--- src/rbst_pkg.sv ---
// ----------------------------------------------------------------------------
// rbst_pkg
// Shared constants and types for the ray/box slab test pipeline.
// ----------------------------------------------------------------------------
package rbst_pkg;

  localparam int unsigned NUM_AXES  = 3;
  localparam int unsigned DIV_STEPS = 33;
  localparam int unsigned DIV_LAT   = DIV_STEPS + 2;
  localparam int unsigned CFG_IDX_W = 3;

  typedef logic signed [31:0] q16_t;

  typedef enum logic [CFG_IDX_W-1:0] {
    REG_BOX_MIN_X = 3'd0,
    REG_BOX_MIN_Y = 3'd1,
    REG_BOX_MIN_Z = 3'd2,
    REG_BOX_MAX_X = 3'd3,
    REG_BOX_MAX_Y = 3'd4,
    REG_BOX_MAX_Z = 3'd5
  } reg_idx_e;

  localparam q16_t Q16_MAX = 32'sh7FFF_FFFF;
  localparam q16_t Q16_MIN = 32'sh8000_0000;

  typedef struct packed {
    q16_t       t_start;
    q16_t       t_end;
    logic [2:0] dir_zero;
    logic       slab_miss;
  } side_t;

endpackage

--- src/rbst_div.sv ---
// ----------------------------------------------------------------------------
// rbst_div
// Pipelined restoring divider: ((plane - origin) << 16) / dir, truncated
// toward zero and saturated to 32 bits. One quotient bit per stage.
// ----------------------------------------------------------------------------
module rbst_div
  import rbst_pkg::*;
(
  input  logic clk_i,
  input  logic en_i,
  input  q16_t plane_i,
  input  q16_t origin_i,
  input  q16_t dir_i,
  output q16_t quot_o
);

  logic signed [32:0] diff;
  logic [32:0]        mag;
  logic [31:0]        dmag;

  logic [31:0] r_q   [DIV_STEPS+1];
  logic [32:0] n_q   [DIV_STEPS+1];
  logic [32:0] q_q   [DIV_STEPS+1];
  logic [31:0] d_q   [DIV_STEPS+1];
  logic        s_q   [DIV_STEPS+1];
  logic        ovf_q [DIV_STEPS+1];
  q16_t        quot_q;
  q16_t        quot_d;

  always_comb begin
    diff = {plane_i[31], plane_i} - {origin_i[31], origin_i};
    mag  = diff[32] ? 33'(-diff) : 33'(diff);
    dmag = dir_i[31] ? 32'(-dir_i) : 32'(dir_i);
  end

  always_ff @(posedge clk_i) begin
    if (en_i) begin
      r_q[0]   <= {16'd0, mag[32:17]};
      n_q[0]   <= {mag[16:0], 16'd0};
      q_q[0]   <= '0;
      d_q[0]   <= dmag;
      s_q[0]   <= diff[32] ^ dir_i[31];
      ovf_q[0] <= {16'd0, mag[32:17]} >= dmag;
    end
  end

  for (genvar k = 1; k <= DIV_STEPS; k++) begin : g_step
    logic [32:0] trial;
    logic        ge;
    logic [32:0] rem;

    always_comb begin
      trial = {r_q[k-1], n_q[k-1][32]};
      ge    = trial >= {1'b0, d_q[k-1]};
      rem   = ge ? (trial - {1'b0, d_q[k-1]}) : trial;
    end

    always_ff @(posedge clk_i) begin
      if (en_i) begin
        r_q[k]   <= rem[31:0];
        n_q[k]   <= {n_q[k-1][31:0], 1'b0};
        q_q[k]   <= {q_q[k-1][31:0], ge};
        d_q[k]   <= d_q[k-1];
        s_q[k]   <= s_q[k-1];
        ovf_q[k] <= ovf_q[k-1];
      end
    end
  end

  always_comb begin
    if (!s_q[DIV_STEPS]) begin
      if (ovf_q[DIV_STEPS] || q_q[DIV_STEPS][32:31] != 2'b00) quot_d = Q16_MAX;
      else quot_d = q_q[DIV_STEPS][31:0];
    end else begin
      if (ovf_q[DIV_STEPS] || q_q[DIV_STEPS][32] ||
          (q_q[DIV_STEPS][31] && q_q[DIV_STEPS][30:0] != 31'd0)) quot_d = Q16_MIN;
      else quot_d = 32'd0 - q_q[DIV_STEPS][31:0];
    end
  end

  always_ff @(posedge clk_i) begin
    if (en_i) quot_q <= quot_d;
  end

  assign quot_o = quot_q;

endmodule

--- config.mk ---
export PLATFORM = sky130hd
export DESIGN_NAME = rbst_div
export DESIGN_NICKNAME = d
export VERILOG_FILES = /design/src/rbst_pkg.sv /design/src/rbst_div.sv
export SDC_FILE = /design/constraint.sdc
export NUM_CORES = 2
export LEC_CHECK = 0
export BUFFER_PORTS_ARGS = -buffer_cell sky130_fd_sc_hd__buf_4
export CORE_MARGIN = 4
export CORE_UTILIZATION = 50
export CTS_CLUSTER_SIZE = 25
export DETAILED_ROUTE_END_ITERATION = 8
export MAX_ROUTING_LAYER = met4
export PLACE_DENSITY = 0.65
export SLEW_MARGIN = 20
export SYNTH_ARGS = -nofsm -noshare
export SYNTH_HDL_FRONTEND = slang
export SYNTH_MEMORY_MAX_BITS = 65536
export SYNTH_SLANG_ARGS = --single-unit
--- constraint.sdc ---
create_clock -name clk_i -period 10.8 [get_ports clk_i]
set_clock_uncertainty 0.15 [all_clocks]
set_input_delay 0 -clock clk_i [delete_from_list [all_inputs] [get_ports clk_i]]
set_output_delay 0 -clock clk_i [all_outputs]
set_load 0.01 [all_outputs]
==> metrics.csv <==
metric,value,unit
status,completed,
final setup violation count,0,
initial antenna violation count,8,
XOR/XNOR Fraction of Synth Area,5.21,%
Bufs and invs on worst path,5,
top-area cell type share of the netlist area,56.4,%
Async SR Flop Fraction,0,%
Rel. slew slack,14.4,%
Syn Nets,14529,
Finished Core Util,56.3,%
placed cells,17381,
final instance area,174000,µm²
GRT Util Overall,24.1,%
CTS tree,built,
Worst setup SP type,input port,
total wire length,381000,µm
DR WL/cell,20.9,µm
largest cells by area after synthesis,"edfxtp_1 (56%), ha_1 (8.8%), a21oi_1 (3.5%)",
post-synthesis mux area share,2.48,%
clock network power share,21.9,%
Yosys cell types,86,
post-synthesis simple-gate area fraction,8.86,%
CP max-delay cell,dlygate4sd3_1,
crit share post-route,60.9,%
Worst R2R Path Depth,11,
standby leakage power,70.0,nW
HPWL after DPL,285000,µm
most frequent CP cell,dlygate4sd3_1,
# rows,204,
clk_lat worst skew,0.92,ns
Hold Path End,d_q[10][29],
Final Hold Viols,0,
adder-cell area share of the yosys netlist,9.23,%
DR WL met3,18100,µm
worst vdd ir,206,µV
syn_area_per_cell,11.7,µm²
Yosys reg bits,2910,
WS Path Type,in -> reg,
Port Buffers,129,
crit path DAT,7.16,ns
largest net degree at the start of global routing,197,
share of layout cells above drive strength 1,8.15,%
GR Overflow Total,0,
routed wl met2,181000,µm
Pwr Density,295,nW/µm²
Reg-to-Reg Start,q_q[33][1],
max-cap violation count,0,
total CTS buffers,326,
"most common cell after layout, fill and taps aside",edfxtp_1,
Top Ports,130,
Post-synth EDFFs,2910,
RR Endpoint,quot_o[29],
post-layout min period,6.58,ns
Int Power,32.5,mW
Clock Tree Buf Depth,4,
Die ar.,319000,µm²
Max Fclk,152,MHz
CP top delay family,buffers and inverters,
"slowest stage delay, CP",0.62,ns
hold path cells,2,
cell taking the most area after synthesis,edfxtp_1,
Mapped Cells,13307,
Final ANT Viol Nets,0,
net switching share of the total power,36.8,%
Setup TNS,0,ns
"Cell Area, Synth",155000,µm²
die span in x,565,µm
Comb power frac,42.7,%
Synth Area in Compound Gates,13.9,%
register share of total power,35.4,%
CTS H-Tree Depth,5,
post-route DRC violation count,0,
most frequent cells in the layout,"edfxtp_1 (2,910), inv_1 (1,393), ha_1 (1,091), a21oi_1 (1,075), nand2_1 (919)",
flop-to-flop setup slack,5.56,ns
number of global-route vias before repair,101663,
RSZ-0062 raised after global routing,no,
hold crit path type,in -> reg,
Worst Setup End Kind,flop,
Root Buffer,clkbuf_16,
clock-pin slew on the worst setup and hold paths,0.05,ns
core area,309000,µm²
Area Growth Syn to Fin,12.2,%
DRT iter0 DRCs,8755,
hold_ws,0.0737,ns
Vias,103526,
Area after DPL,161000,µm²
CTS Sinks,2910,
hold_sp,en_i,
register area share after synthesis,56.4,%
Syn. warnings,0,
nets,15004,
Finished Layout Cells,18179,
initial core utilization,50.2,%
Highest Signal Layer,met4,
Worst-Margin Slew,1.26,ns
DIE HEIGHT,565,µm
GP Congestion,0.944,
Critical Path Fanout Max,5,
DR pass1 iterations,7,
sw power,18.9,mW
Met1 Routed Length,170000,µm
first-pass GRT wire length,588000,µm
largest family of logic cells by synthesized area,compound AO/OA/AOI/OAI gates,
Via density,5.69,
Final Max Slew Viols,0,
Synth Flop Type,edfxtp_1,
"Req. time, crit path",11.38,ns
-- logic make-up after synthesis --
family          after synthesis
simple gates               2895
fa+ha+maj                  1124
flops                      2910
buf+inv                    1651
xor+xnor                    923
mux                         343
compound gates             3461
-- power groups by stage --
stage	clock network, mW	logic [mW]	registers [mW]
floorplan	0	16.4	17.4
global placement	0	21.0	18.3
detailed placement	0	21.5	18.3
CTS	11.5	21.8	18.2
global route	12.0	24.4	18.4
finish	11.2	21.9	18.2
-- worst reg2reg max path: cells and delay by family (launching register included) --
family                     cells  cell delay (ns)
DFF                            1             0.41
and+or+nand+nor                7             2.23
AOI/OAI and AO/OA              2             1.83
adders and majority gates      1             0.18
buffers and inverters          1             0.08
-- Yosys cell counts (16+ instances only) --
cell,number
a2111oi_0,16
a211o_1,39
a211oi_1,81
a21boi_0,57
a21o_1,453
a21oi_1,1077
a221o_1,18
a311oi_1,17
a31o_2,38
a31oi_1,108
and2_1,65
and3_1,72
buf_1,16
clkbuf_1,236
edfxtp_1,2910
fa_1,33
ha_1,1091
inv_1,1393
mux2_2,323
mux2i_1,20
nand2_1,920
nand2b_1,158
nand3_1,197
nand3b_1,17
nand4_1,139
nor2_1,755
nor2b_1,129
nor3_1,163
nor3b_1,26
nor4_1,63
o211ai_1,46
o21a_1,172
o21ai_0,898
o21bai_1,105
o311ai_0,34
o31a_1,27
o31ai_1,87
o41ai_1,27
or2_2,53
or3_1,62
or4_1,16
xnor2_1,585
xor2_1,338
-- worst max-delay path by stage --
| stage | from | end | depth (start not counted) |
|---|---|---|---|
| after floorplan | origin_i[4] | ovf_q[0] | 24 |
| after global placement | plane_i[0] | ovf_q[0] | 25 |
| after detailed placement | plane_i[0] | ovf_q[0] | 25 |
| after CTS | origin_i[0] | ovf_q[0] | 25 |
| after global routing | origin_i[0] | ovf_q[0] | 25 |
| final | origin_i[0] | ovf_q[0] | 25 |
-- state kept, by name (all words and copies together), names as in the netlist --
register,count
s_q,34
r_q,1040
ovf_q,34
q_q,561
n_q,153
quot_o,32
d_q,1056
-- per-stage QoR --
step	total power [mW]	setup slack, ns
global route	54.7	3.84
finish	51.3	4.22
global placement	39.4	4.34
floorplan	33.9	5.60
detailed placement	39.8	4.49
CTS	51.5	4.32
-- layer usage --
metal / GRT usage, % / vias to the layer above
li1: - / 49806
met1: 32.4 / 50340
met2: 38.8 / 2718
met3: 2.73 / 662
met4: 6.96 / 0
met5: - / -
-- layout make-up --
type / instances / area [µm²]
repair buffers: 404 / 3690
clock inverters: 214 / 2420
inverters: 1394 / 5230
flip-flops and latches: 2910 / 87400
clock buffers: 384 / 8460
multi-input cells: 8746 / 61700
diodes: 7 / 17.5
fillers: 25538 / 135000
well taps: 4120 / 5150
-- what timing repair did --
action	CTS	global route
hold buffers	192	0
resized for setup	0	0
endpoints found under the hold margin	484	0
setup buffers	0	0
No activity file was read; power rests on OpenSTA's default activity.
